==> src/rtl/core/srtf_pkg.sv <==
// Shared constants, controller state encoding and control bundles of the SRTF scheduler.
package srtf_pkg;

  localparam int unsigned SLOTS_DEF     = 16;
  localparam int unsigned TIME_BITS_DEF = 16;
  localparam int unsigned ID_BITS_DEF   = 8;

  localparam int unsigned BURST_W = 16;
  localparam int unsigned TID_W   = 8;
  localparam int unsigned STAT_W  = 16;

  typedef enum logic [5:0] {
    ST_IDLE = 6'b000001,
    ST_EXEC = 6'b000010,
    ST_SCAN = 6'b000100,
    ST_PICK = 6'b001000,
    ST_LOAD = 6'b010000,
    ST_EMIT = 6'b100000
  } state_e;

  typedef struct packed {
    logic accept;
    logic exec;
    logic scan_step;
    logic pick;
    logic load;
    logic emit;
  } cmd_t;

  typedef struct packed {
    logic done_now;
    logic scan_end;
    logic found;
    logic out_free;
  } sts_t;

endpackage

==> src/rtl/core/srtf_ctrl.sv <==
// Controller state machine of the SRTF scheduler: sequences update, rescan, reload and emit.
module srtf_ctrl (
  input  logic          clk_i,
  input  logic          rst_ni,
  input  logic          in_valid_i,
  output logic          in_ready_o,
  input  srtf_pkg::sts_t sts_i,
  output srtf_pkg::cmd_t cmd_o
);

  srtf_pkg::state_e state_q, state_d;

  always_ff @(posedge clk_i or negedge rst_ni) begin
    if (!rst_ni) begin
      state_q <= srtf_pkg::ST_IDLE;
    end else begin
      state_q <= state_d;
    end
  end

  always_comb begin
    state_d    = state_q;
    cmd_o      = '0;
    in_ready_o = 1'b0;
    case (state_q)
      srtf_pkg::ST_IDLE: begin
        in_ready_o = 1'b1;
        if (in_valid_i) begin
          cmd_o.accept = 1'b1;
          state_d      = srtf_pkg::ST_EXEC;
        end
      end
      srtf_pkg::ST_EXEC: begin
        cmd_o.exec = 1'b1;
        state_d    = sts_i.done_now ? srtf_pkg::ST_SCAN : srtf_pkg::ST_EMIT;
      end
      srtf_pkg::ST_SCAN: begin
        cmd_o.scan_step = 1'b1;
        if (sts_i.scan_end) begin
          state_d = srtf_pkg::ST_PICK;
        end
      end
      srtf_pkg::ST_PICK: begin
        cmd_o.pick = 1'b1;
        state_d    = sts_i.found ? srtf_pkg::ST_LOAD : srtf_pkg::ST_EMIT;
      end
      srtf_pkg::ST_LOAD: begin
        cmd_o.load = 1'b1;
        state_d    = srtf_pkg::ST_EMIT;
      end
      srtf_pkg::ST_EMIT: begin
        if (sts_i.out_free) begin
          cmd_o.emit = 1'b1;
          state_d    = srtf_pkg::ST_IDLE;
        end
      end
      default: begin
        state_d = srtf_pkg::ST_IDLE;
      end
    endcase
  end

endmodule

==> src/rtl/core/srtf_dp.sv <==
// Datapath of the SRTF scheduler: task tables, running-task registers, scan unit, result word.
module srtf_dp #(
  parameter int unsigned SLOTS     = srtf_pkg::SLOTS_DEF,
  parameter int unsigned TIME_BITS = srtf_pkg::TIME_BITS_DEF,
  parameter int unsigned ID_BITS   = srtf_pkg::ID_BITS_DEF
) (
  input  logic                         clk_i,
  input  logic                         rst_ni,
  input  srtf_pkg::cmd_t               cmd_i,
  output srtf_pkg::sts_t               sts_o,
  input  logic                         mode_i,
  input  logic [srtf_pkg::TID_W-1:0]   task_id_i,
  input  logic [srtf_pkg::BURST_W-1:0] burst_time_i,
  output logic                         out_valid_o,
  input  logic                         out_ready_i,
  output logic [srtf_pkg::TID_W-1:0]   running_id_o,
  output logic                         idle_o,
  output logic                         done_res_o,
  output logic [srtf_pkg::TID_W-1:0]   done_id_o,
  output logic [srtf_pkg::STAT_W-1:0]  turnaround_o,
  output logic [srtf_pkg::STAT_W-1:0]  waiting_o,
  output logic                         preempted_o,
  output logic                         rejected_o
);

  localparam int unsigned IW = $clog2(SLOTS);
  localparam int unsigned CW = $clog2(SLOTS + 1);
  localparam int unsigned BW = srtf_pkg::BURST_W;
  localparam int unsigned WW = (TIME_BITS > srtf_pkg::STAT_W) ? TIME_BITS : srtf_pkg::STAT_W;

  logic [BW-1:0]        rem_mem  [SLOTS];
  logic [BW-1:0]        brst_mem [SLOTS];
  logic [TIME_BITS-1:0] arr_mem  [SLOTS];
  logic [ID_BITS-1:0]   id_mem   [SLOTS];

  logic [BW-1:0]        rd_rem_q, rd_brst_q;
  logic [TIME_BITS-1:0] rd_arr_q;
  logic [ID_BITS-1:0]   rd_id_q;

  logic                 mode_q;
  logic [ID_BITS-1:0]   tid_q;
  logic [BW-1:0]        burst_q;

  logic [TIME_BITS-1:0] cur_time_q;
  logic [SLOTS-1:0]     valid_q;
  logic                 run_valid_q;
  logic [IW-1:0]        run_slot_q;
  logic [BW-1:0]        run_rem_q, run_brst_q;
  logic [TIME_BITS-1:0] run_arr_q;
  logic [ID_BITS-1:0]   run_id_q;

  logic                 res_done_q, res_pre_q, res_rej_q;
  logic [ID_BITS-1:0]   res_id_q;
  logic [TIME_BITS-1:0] t_q;
  logic [BW-1:0]        dn_brst_q;

  logic [CW-1:0]        scan_cnt_q;
  logic                 cmp_v_q;
  logic [IW-1:0]        cmp_idx_q;
  logic                 found_q;
  logic [IW-1:0]        best_q;
  logic [BW-1:0]        best_rem_q;

  logic                 out_valid_q;
  logic [srtf_pkg::TID_W-1:0]  o_run_id_q, o_done_id_q;
  logic                 o_idle_q, o_done_q, o_pre_q, o_rej_q;
  logic [srtf_pkg::STAT_W-1:0] o_tat_q, o_wait_q;

  logic                 any_free;
  logic [IW-1:0]        free_idx;
  logic [BW-1:0]        rem_dec;
  logic [TIME_BITS-1:0] time_nx, t_w;
  logic                 tick, arrive_ok, take_over, done_now, scan_run, better;
  logic [IW-1:0]        raddr, rem_waddr;
  logic [BW-1:0]        rem_wdata;
  logic                 rem_we;
  logic [WW-1:0]        t_ext, b_ext, w_ext;
  logic [srtf_pkg::STAT_W-1:0] tat_sat, wait_sat;

  always_comb begin
    free_idx = '0;
    for (int i = SLOTS - 1; i >= 0; i--) begin
      if (!valid_q[i]) begin
        free_idx = IW'(i);
      end
    end
  end

  assign any_free  = ~&valid_q;
  assign tick      = !mode_q;
  assign rem_dec   = (run_rem_q == '0) ? '0 : run_rem_q - BW'(1);
  assign time_nx   = (&cur_time_q) ? cur_time_q : cur_time_q + TIME_BITS'(1);
  assign t_w       = (run_arr_q > time_nx) ? '0 : time_nx - run_arr_q;
  assign done_now  = tick && run_valid_q && (rem_dec == '0);
  assign arrive_ok = mode_q && any_free;
  assign take_over = arrive_ok && (!run_valid_q || (burst_q < run_rem_q));
  assign scan_run  = (scan_cnt_q != CW'(SLOTS));
  assign better    = cmp_v_q && valid_q[cmp_idx_q] && (!found_q || (rd_rem_q < best_rem_q));
  assign raddr     = cmd_i.pick ? best_q : scan_cnt_q[IW-1:0];

  assign rem_we    = cmd_i.exec && (arrive_ok || (tick && run_valid_q));
  assign rem_waddr = mode_q ? free_idx : run_slot_q;
  assign rem_wdata = mode_q ? burst_q : rem_dec;

  assign t_ext    = WW'(t_q);
  assign b_ext    = WW'(dn_brst_q);
  assign w_ext    = (t_ext > b_ext) ? t_ext - b_ext : '0;
  assign tat_sat  = (t_ext > WW'({srtf_pkg::STAT_W{1'b1}})) ? '1 : t_ext[srtf_pkg::STAT_W-1:0];
  assign wait_sat = (w_ext > WW'({srtf_pkg::STAT_W{1'b1}})) ? '1 : w_ext[srtf_pkg::STAT_W-1:0];

  assign sts_o.done_now = done_now;
  assign sts_o.scan_end = !scan_run;
  assign sts_o.found    = found_q;
  assign sts_o.out_free = !out_valid_q || out_ready_i;

  always_ff @(posedge clk_i) begin
    if (rem_we) begin
      rem_mem[rem_waddr] <= rem_wdata;
    end
    if (cmd_i.exec && arrive_ok) begin
      brst_mem[free_idx] <= burst_q;
      arr_mem[free_idx]  <= cur_time_q;
      id_mem[free_idx]   <= tid_q;
    end
    rd_rem_q  <= rem_mem[raddr];
    rd_brst_q <= brst_mem[raddr];
    rd_arr_q  <= arr_mem[raddr];
    rd_id_q   <= id_mem[raddr];
  end

  always_ff @(posedge clk_i or negedge rst_ni) begin
    if (!rst_ni) begin
      cur_time_q  <= '0;
      valid_q     <= '0;
      run_valid_q <= 1'b0;
      run_slot_q  <= '0;
      scan_cnt_q  <= '0;
      cmp_v_q     <= 1'b0;
      found_q     <= 1'b0;
      out_valid_q <= 1'b0;
    end else begin
      if (cmd_i.exec) begin
        if (tick) begin
          cur_time_q <= time_nx;
        end
        if (done_now) begin
          valid_q[run_slot_q] <= 1'b0;
          run_valid_q         <= 1'b0;
          scan_cnt_q          <= '0;
          found_q             <= 1'b0;
        end
        if (arrive_ok) begin
          valid_q[free_idx] <= 1'b1;
        end
        if (take_over) begin
          run_valid_q <= 1'b1;
          run_slot_q  <= free_idx;
        end
      end
      if (cmd_i.scan_step && scan_run) begin
        scan_cnt_q <= scan_cnt_q + CW'(1);
      end
      cmp_v_q <= cmd_i.scan_step && scan_run;
      if (better) begin
        found_q <= 1'b1;
      end
      if (cmd_i.load) begin
        run_valid_q <= 1'b1;
        run_slot_q  <= best_q;
      end
      if (cmd_i.emit) begin
        out_valid_q <= 1'b1;
      end else if (out_ready_i) begin
        out_valid_q <= 1'b0;
      end
    end
  end

  always_ff @(posedge clk_i) begin
    if (cmd_i.accept) begin
      mode_q  <= mode_i;
      tid_q   <= ID_BITS'(task_id_i);
      burst_q <= burst_time_i;
    end
    if (cmd_i.exec) begin
      res_done_q <= done_now;
      res_pre_q  <= take_over && run_valid_q;
      res_rej_q  <= mode_q && !any_free;
      res_id_q   <= run_id_q;
      t_q        <= t_w;
      dn_brst_q  <= run_brst_q;
      if (tick && run_valid_q) begin
        run_rem_q <= rem_dec;
      end
      if (take_over) begin
        run_rem_q  <= burst_q;
        run_brst_q <= burst_q;
        run_arr_q  <= cur_time_q;
        run_id_q   <= tid_q;
      end
    end
    cmp_idx_q <= scan_cnt_q[IW-1:0];
    if (better) begin
      best_q     <= cmp_idx_q;
      best_rem_q <= rd_rem_q;
    end
    if (cmd_i.load) begin
      run_rem_q  <= rd_rem_q;
      run_brst_q <= rd_brst_q;
      run_arr_q  <= rd_arr_q;
      run_id_q   <= rd_id_q;
    end
    if (cmd_i.emit) begin
      o_run_id_q  <= run_valid_q ? srtf_pkg::TID_W'(run_id_q) : '0;
      o_idle_q    <= !run_valid_q;
      o_done_q    <= res_done_q;
      o_done_id_q <= res_done_q ? srtf_pkg::TID_W'(res_id_q) : '0;
      o_tat_q     <= res_done_q ? tat_sat : '0;
      o_wait_q    <= res_done_q ? wait_sat : '0;
      o_pre_q     <= res_pre_q;
      o_rej_q     <= res_rej_q;
    end
  end

  assign out_valid_o  = out_valid_q;
  assign running_id_o = o_run_id_q;
  assign idle_o       = o_idle_q;
  assign done_res_o   = o_done_q;
  assign done_id_o    = o_done_id_q;
  assign turnaround_o = o_tat_q;
  assign waiting_o    = o_wait_q;
  assign preempted_o  = o_pre_q;
  assign rejected_o   = o_rej_q;

endmodule

==> src/rtl/core/srtf_task_scheduler.sv <==
// Top level of the preemptive shortest-remaining-time-first task scheduler.
// Each input word is a time tick (mode 0) or a task arrival (mode 1) and yields
// exactly one result word. A word is taken in state IDLE, updated in state EXEC
// and its result is registered in state EMIT, which waits until the output side
// is free. A tick that completes the running task adds a linear scan of the task
// table through its registered read port in state SCAN, then state PICK to
// address the winner and, if one was found, state LOAD to load it. The table
// needs no clearing after reset; only its per-slot valid flags are reset.
module srtf_task_scheduler #(
  parameter int unsigned SLOTS     = srtf_pkg::SLOTS_DEF,
  parameter int unsigned TIME_BITS = srtf_pkg::TIME_BITS_DEF,
  parameter int unsigned ID_BITS   = srtf_pkg::ID_BITS_DEF
) (
  input  logic                         clk_i,
  input  logic                         rst_ni,
  input  logic                         in_valid_i,
  output logic                         in_ready_o,
  input  logic                         mode_i,
  input  logic [srtf_pkg::TID_W-1:0]   task_id_i,
  input  logic [srtf_pkg::BURST_W-1:0] burst_time_i,
  output logic                         out_valid_o,
  input  logic                         out_ready_i,
  output logic [srtf_pkg::TID_W-1:0]   running_id_o,
  output logic                         idle_o,
  output logic                         done_res_o,
  output logic [srtf_pkg::TID_W-1:0]   done_id_o,
  output logic [srtf_pkg::STAT_W-1:0]  turnaround_o,
  output logic [srtf_pkg::STAT_W-1:0]  waiting_o,
  output logic                         preempted_o,
  output logic                         rejected_o
);

  srtf_pkg::cmd_t cmd;
  srtf_pkg::sts_t sts;

  srtf_ctrl u_ctrl (
    .clk_i      (clk_i),
    .rst_ni     (rst_ni),
    .in_valid_i (in_valid_i),
    .in_ready_o (in_ready_o),
    .sts_i      (sts),
    .cmd_o      (cmd)
  );

  srtf_dp #(
    .SLOTS     (SLOTS),
    .TIME_BITS (TIME_BITS),
    .ID_BITS   (ID_BITS)
  ) u_dp (
    .clk_i        (clk_i),
    .rst_ni       (rst_ni),
    .cmd_i        (cmd),
    .sts_o        (sts),
    .mode_i       (mode_i),
    .task_id_i    (task_id_i),
    .burst_time_i (burst_time_i),
    .out_valid_o  (out_valid_o),
    .out_ready_i  (out_ready_i),
    .running_id_o (running_id_o),
    .idle_o       (idle_o),
    .done_res_o   (done_res_o),
    .done_id_o    (done_id_o),
    .turnaround_o (turnaround_o),
    .waiting_o    (waiting_o),
    .preempted_o  (preempted_o),
    .rejected_o   (rejected_o)
  );

`ifndef ASSERT_OFF
  a_busy_after_accept: assert property (@(posedge clk_i) disable iff (!rst_ni)
    in_valid_i && in_ready_o |=> !in_ready_o)
    else $error("input accepted while a word is in flight");

  a_preempt_excl: assert property (@(posedge clk_i) disable iff (!rst_ni)
    out_valid_o && preempted_o |-> !idle_o && !done_res_o && !rejected_o)
    else $error("preemption flagged with a conflicting result");

  a_full_not_idle: assert property (@(posedge clk_i) disable iff (!rst_ni)
    out_valid_o && rejected_o |-> !idle_o && !preempted_o)
    else $error("full table reported while no task runs");

  a_scan_quiet: assert property (@(posedge clk_i) disable iff (!rst_ni)
    cmd.scan_step |-> !in_ready_o && !cmd.emit)
    else $error("table scan overlaps input or emit");
`endif

endmodule
==> config.mk <==
export PLATFORM = sky130hd
export DESIGN_NAME = srtf_task_scheduler
export DESIGN_NICKNAME = d
export VERILOG_FILES = /design/src/rtl/core/srtf_pkg.sv /design/src/rtl/core/srtf_ctrl.sv /design/src/rtl/core/srtf_dp.sv /design/src/rtl/core/srtf_task_scheduler.sv
export SDC_FILE = /design/constraint.sdc
export NUM_CORES = 2
export LEC_CHECK = 0
export BUFFER_PORTS_ARGS = -buffer_cell sky130_fd_sc_hd__buf_2
export CORE_MARGIN = 4
export CORE_UTILIZATION = 55
export CTS_CLUSTER_DIAMETER = 50
export DETAILED_ROUTE_END_ITERATION = 10
export PLACE_DENSITY = 0.71
export RECOVER_POWER = 50
export SLEW_MARGIN = 20
export SYNTH_ARGS = -nofsm -noshare
export SYNTH_HDL_FRONTEND = slang
export SYNTH_SLANG_ARGS = --single-unit
export TNS_END_PERCENT = 5
==> constraint.sdc <==
create_clock -name clk_i -period 9.41 [get_ports clk_i]
set_input_delay 0.941 -clock clk_i [delete_from_list [all_inputs] [get_ports clk_i]]
set_output_delay 0.941 -clock clk_i [all_outputs]
set_load 0.005 [all_outputs]
* Word level (Yosys, flattened, before mapping)
Memory sizes are Yosys's and may differ from the RTL's. A register that Yosys moved wholly into a read port is not among the register bits. Index checks and enable logic that the tools add are counted. W data, S select, Z words.
Storage, ports and cells: register bits after elaboration 251, bits in latches 0, memory bits (writable) 896, memory bits (read-only) 0, input port bits 29, output and inout bits 54, logic and storage cells 188, memories kept 4
Operators by class: $add $sub $neg 5, multipliers 0, div/mod/pow operators 0, $lt $le $gt $ge 11, eq/ne operators 10, shifts and indexed selects 0, mux-type cells 79, bitwise operators 4, reduce and logical (&&, ||, !) cells 42
Memories:
- u_dp.arr_mem | words 16, bits a word 16, rd ports 1, clocked after memory_dff 1, wr ports 1, line srtf_dp.sv:33 | logic [TIME_BITS-1:0] arr_mem [SLOTS];
- u_dp.brst_mem | words 16, bits a word 16, rd ports 1, clocked after memory_dff 1, wr ports 1, line srtf_dp.sv:32 | logic [BW-1:0] brst_mem [SLOTS];
- u_dp.rem_mem | words 16, bits a word 16, rd ports 1, clocked after memory_dff 1, wr ports 1, line srtf_dp.sv:31 | logic [BW-1:0] rem_mem [SLOTS];
- u_dp.id_mem | words 16, bits a word 8, rd ports 1, clocked after memory_dff 1, wr ports 1, line srtf_dp.sv:34 | logic [ID_BITS-1:0] id_mem [SLOTS];
Operators by type and width (count):
- $mux W16 | 19
- $mux W4 | 21
- $pmux W6 S6 | 1
- $gt A16 B16 Y1 | 2
- $gt A16 B16 Y1 const B | 2
- $logic_not A16 Y1 | 2
- $lt A16 B16 Y1 | 2
- $reduce_and A16 Y1 | 2
- $sub A16 B16 Y16 | 2
- $mux W6 | 5
- $mux W1 | 24
- $mux W8 | 3
- $add A16 B1 Y16 const B | 1
- $and A16 B16 Y16 | 1
- $not A16 Y16 | 1
- $or A16 B16 Y16 | 1
- $sub A16 B1 Y16 const B | 1
- $lt A4 B5 Y1 const B | 3
- $mux W5 | 3
- $reduce_bool A2 Y1 | 7
- $logic_and A1 B1 Y1 | 13
- $reduce_and A2 Y1 | 6
- $demux W1 S4 | 2
- $ge A4 B1 Y1 const B | 2
- 15 further kinds | 25

* Logic depth before layout (Yosys ltp)
depth after elaboration 22, mapped depth 19, gate-level depth less buffers 16

* Modules after synthesis
Synthesis repeated with hierarchy kept, for this count alone.
Unflattened totals: cells, all modules 2717, area, all modules 48363.9 sq um
Modules (own cells, without submodules):
- srtf_dp | times used 1, cells each 2679, area each 47978.5 sq um, seq. area each 35118.7 sq um
- srtf_ctrl | times used 1, cells each 38, area each 385.4 sq um, seq. area each 151.4 sq um

* Worst setup path before layout
Ideal clock, no wire load.
kind register to register, start register u_ctrl.state_q[2], end memory u_dp.arr_mem[2][0] (netlist name), enable pin, library setup time 0.487 ns, arrival 4.936 ns, data required time 8.923 ns, path slack 3.987 ns, cell stages (with the launch flop) 8, buffers on the path 1, period minus slack after synthesis 5.423 ns, cell sequence dfrtp_1 > nor4_1 > nand2_1 > or2_2 > clkbuf_1 > clkinv_1 > nand2_1 > nor3_1
Between the ends: cells in the longest elaborated chain, start to end 5
RTL lines:
- start, declared | line srtf_ctrl.sv:11 | srtf_pkg::state_e state_q, state_d;
- start signal, assigned | line srtf_ctrl.sv:15 | state_q <= srtf_pkg::ST_IDLE;
- start signal, assigned | line srtf_ctrl.sv:17 | state_q <= state_d;
- $eq A6 B2 Y1 | line srtf_ctrl.sv:25 | case (state_q)
- $mux W1 | line srtf_ctrl.sv:25
- $logic_and A1 B1 Y1 | line srtf_dp.sv:120 | if (cmd_i.exec && arrive_ok) begin
- $mux W1 | line srtf_dp.sv:120
- $mux W1 (not written as such) | line srtf_dp.sv:122 | arr_mem[free_idx] <= cur_time_q;
- end, declared | line srtf_dp.sv:33
No other way between the ends.

* Final worst setup path
start register u_ctrl.state_q[2], end register u_dp.valid_q[12]
Between the ends: cells in the longest elaborated chain, start to end 2
RTL lines:
- $eq A6 B2 Y1 | line srtf_ctrl.sv:25
- $mux W1 | line srtf_ctrl.sv:25
- end signal, assigned | line srtf_dp.sv:134 | valid_q <= '0;
- end signal, assigned by index | line srtf_dp.sv:147 | valid_q[run_slot_q] <= 1'b0;
- end signal, assigned by index | line srtf_dp.sv:153 | valid_q[free_idx] <= 1'b1;
- end, declared | line srtf_dp.sv:45 | logic [SLOTS-1:0] valid_q;
No other way between the ends. A chain may end at the register's enable or synchronous reset.

==> flow_metrics.env <==
export IMPL_antenna_found_initial=3
export IMPL_wl_mm=117
export IMPL_cts_root_buf="clkbuf_16"
export IMPL_core_area_um2=88900
export IMPL_final_max_slew_viol_count=303
export IMPL_dieArea_um2=95000
export IMPL_clkTransAtPathRegs_ps=60
export IMPL_p_comb_share_pct=7.2
export IMPL_synth_edf_count=1092
export IMPL_vias_per_cell=6.11
export IMPL_power_switching_w=0.00288
export IMPL_fill_cells=6528
export IMPL_io_pins=83
export IMPL_synth_seq_cells=1203
export IMPL_timing_max_cap_violations=8
export IMPL_cts_buffer_depth=3
export IMPL_pwr_share_seq_pct=51.6
export IMPL_synthDistinctLibCells=71
export IMPL_status="finished, violations left"
export IMPL_synth_top_cell_area_share_pct=66.1
export IMPL_synth_nets=3786
export IMPL_synth_cells=3689
export IMPL_dp_hpwl_mm=61.1
export IMPL_synth_seq_area_share_pct=71.1
export IMPL_cp_required_ps=10000
export IMPL_swShare_pct=23.3
export IMPL_routabilityCongestion=0.879
export IMPL_netlist_area_um2=49600
export IMPL_p_clk_share_pct=41.2
export IMPL_grt_pass1_vias=29242
export IMPL_fin_crit_sh_pct=62.2
export IMPL_async_reset_ff_share_pct=4.24
export IMPL_wire_per_inst_um=23.4
export IMPL_grt_ovfl_total=0
export IMPL_cts_hold_buf=0
export IMPL_end_kind="flop"
export IMPL_ir_drop_v=0.000176
export IMPL_grt_setup_unrepaired="false"
export IMPL_drt_first_pass_iters=5
export IMPL_yosys_warnings=0
export IMPL_ys_flop_type="edfxtp_1"
export IMPL_register_area_um2=35300
export IMPL_cts_tree="done"
export IMPL_fin_crit_ps=5850
export IMPL_worst_pin_slew_ps=4060
export IMPL_port_buffers=82
export IMPL_die_w_um=308
export IMPL_hold_viol=0
export IMPL_fmax_mhz=171
export IMPL_cp_max_fo=49
export IMPL_post_cts_setup_buffer_count=0
export IMPL_total_power_w=0.0124
export IMPL_cts_htree_levels=4
export IMPL_critical_path_arrival_ps=6440
export IMPL_criticalPathCategory="flop to flop"
export IMPL_cts_resized=0
export IMPL_cts_num_sinks=1203
export IMPL_drive_gt1_share_pct=9.63
export IMPL_cellPowerDensity_nw_per_um2=223
export IMPL_timing_slew_headroom_pct=-171
export IMPL_startpoint_type="flop"
export IMPL_ant_nets=0
export IMPL_min_path_type="input port to flop"
export IMPL_vias=30741
export IMPL_synthTopCellsByCount="1,092 x edfxtp_1, 634 x nand2_1, 286 x a211oi_1"
export IMPL_avgSynthCellArea_um2=13.4
export IMPL_final_setup_viol_count=0
export IMPL_drc_errors=0
export IMPL_finClkSkew_ps=29.1
export IMPL_violations="max-capacitance violations, max-slew violations"
export IMPL_internal_power_w=0.00951
export IMPL_grt_pass1_wl_mm=176
export IMPL_die_h_um=308
export IMPL_multi_input_comb_area_um2=13200
export IMPL_yosysTopAreaCell="edfxtp_1"
export IMPL_numCtsBuffers=131
export IMPL_p_leak_nw=19.0
export IMPL_area_delta_synth_final_pct=12.1
export IMPL_synth_area_leaders="edfxtp_1 66%, nand2_1 4.8%, a211oi_1 4.3%"
export IMPL_drt_initial_drc_count=3363
export IMPL_setup_tns_ps=0
export IMPL_nets=3851
export IMPL_yosysMostFrequentCell="edfxtp_1"
export IMPL_grt_usage_pct=24.7
export IMPL_worstSkewPairLatency_ps=730
export IMPL_start_util_pct=55.8
export IMPL_grt_max_degree=207
export IMPL_num_rows=109
==> per-layer routing <==
layer / vias to the layer above / GRT usage, % / wire (um)
met5: - / 0 / 0
met4: 0 / 8.88 / 3510
met3: 230 / 4.92 / 10700
met2: 1342 / 38.2 / 54000
met1: 15144 / 35.3 / 49200
li1: 14025 / - / -
==> area by class of cell <==
| class | count | area share (%) |
|---|---|---|
| timing repair buffer | 155 | 1.60 |
| multi-input combinational | 2167 | 23.8 |
| tap | 1165 | 2.62 |
| sequential | 1203 | 63.5 |
| clock buffer | 180 | 6.65 |
| clock inverter | 62 | 1.21 |
| inverter | 96 | 0.648 |
| antenna | 1 | 0.00450 |
==> path summary, 6_finish.rpt <==
path	startpoint	to	slack, ps	depth (start not counted)
setup / recovery	u_ctrl.state_q[2]	u_dp.valid_q[12]	3560	8
min in group asynchronous	rst_ni	u_dp.out_valid_o	1390	2
hold reg to reg	u_dp.run_brst_q[2]	u_dp.b_ext[2]	400	0
max in group asynchronous	rst_ni	u_dp.cur_time_q[4]	6200	2
hold / removal	burst_time_i[4]	u_dp.burst_q[4]	390	1
setup reg to reg	u_ctrl.state_q[2]	u_dp.valid_q[12]	3560	8
==> per-stage QoR <==
stage               hold slack (ps)  setup slack (ps)  cell area, um2  instances  util, %
global placement                403              4170           51400       4786     57.8
CTS                             332              4090           55700       5028     62.7
global route                    351              3150           55600       5028     62.5
finish                          388              3560           55600       5029     62.5
detailed placement              408              4100           51400       4786     57.8
floorplan                       400              3990           49600       3689        -
==> cells in the final DEF (no fill, tap or decap), drive strengths merged, types with 10 or more instances in the layout <==
master and count:
dfrtp 50, ha 66, a21o 24, dfxtp 60
o21a 12, clkinvlp 11, buf 98, a31oi 122
a211oi 286, nand2 635, nand4 15, clkinv 34
nor2b 10, edfxtp 1092, and3 11, o21ai 58
and2 264, nor2 117, a21oi 159, or4 11
mux2 20, nor3 25, xor2 15, xnor2 31
a311oi 112, o31ai 16, inv 104, clkbuf 237
nand2b 16, mux2i 15, nand3 41
==> worst max-delay path, cell delays in order (launching register included) <==
cell      delay, ps
dfrtp_1         440
nor4_1          390
nand2_1         120
or2_0           520
clkinv_1        150
clkbuf_1       2230
nand2_2        1070
o41ai_1         690
nand2b_1        100
==> kinds of logic (layout without fill, tap and decap cells) <==
group	after synthesis	after routing	share of synthesized area, %
buffers and inverters	319	493	2.58
muxes	40	40	0.992
AOI/OAI and AO/OA	839	839	11.7
DFF	1203	1203	71.1
and+or+nand+nor	1174	1174	11.1
other	0	1	0
adders and majority gates	68	68	1.75
xor gates and xnor gates	46	46	0.813
==> registers in the layout (all words and copies together), names as in the netlist, 16 cells and up <==
register           flops
u_dp.arr_mem         256
u_dp.brst_mem        256
u_dp.rem_mem         256
u_dp.id_mem          128
u_dp.b_ext            16
u_dp.best_rem_q       16
u_dp.burst_q          16
u_dp.cur_time_q       16
u_dp.rd_arr_q         16
u_dp.rd_brst_q        16
u_dp.rd_rem_q         16
u_dp.run_arr_q        16
u_dp.run_brst_q       16
u_dp.run_rem_q        16
u_dp.t_ext            16
u_dp.turnaround_o     16
u_dp.valid_q          16
u_dp.waiting_o        16
==> power groups by stage <==
stage / combinational [W] / sequential, W / clock [W]
after floorplan: 0.000561 / 0.00642 / 0
after global placement: 0.000879 / 0.00649 / 0
after detailed placement: 0.000892 / 0.00650 / 0
after CTS: 0.000898 / 0.00638 / 0.00517
after global routing: 0.000975 / 0.00641 / 0.00541
final: 0.000889 / 0.00640 / 0.00510
No activity file was read; power rests on OpenSTA's default activity.
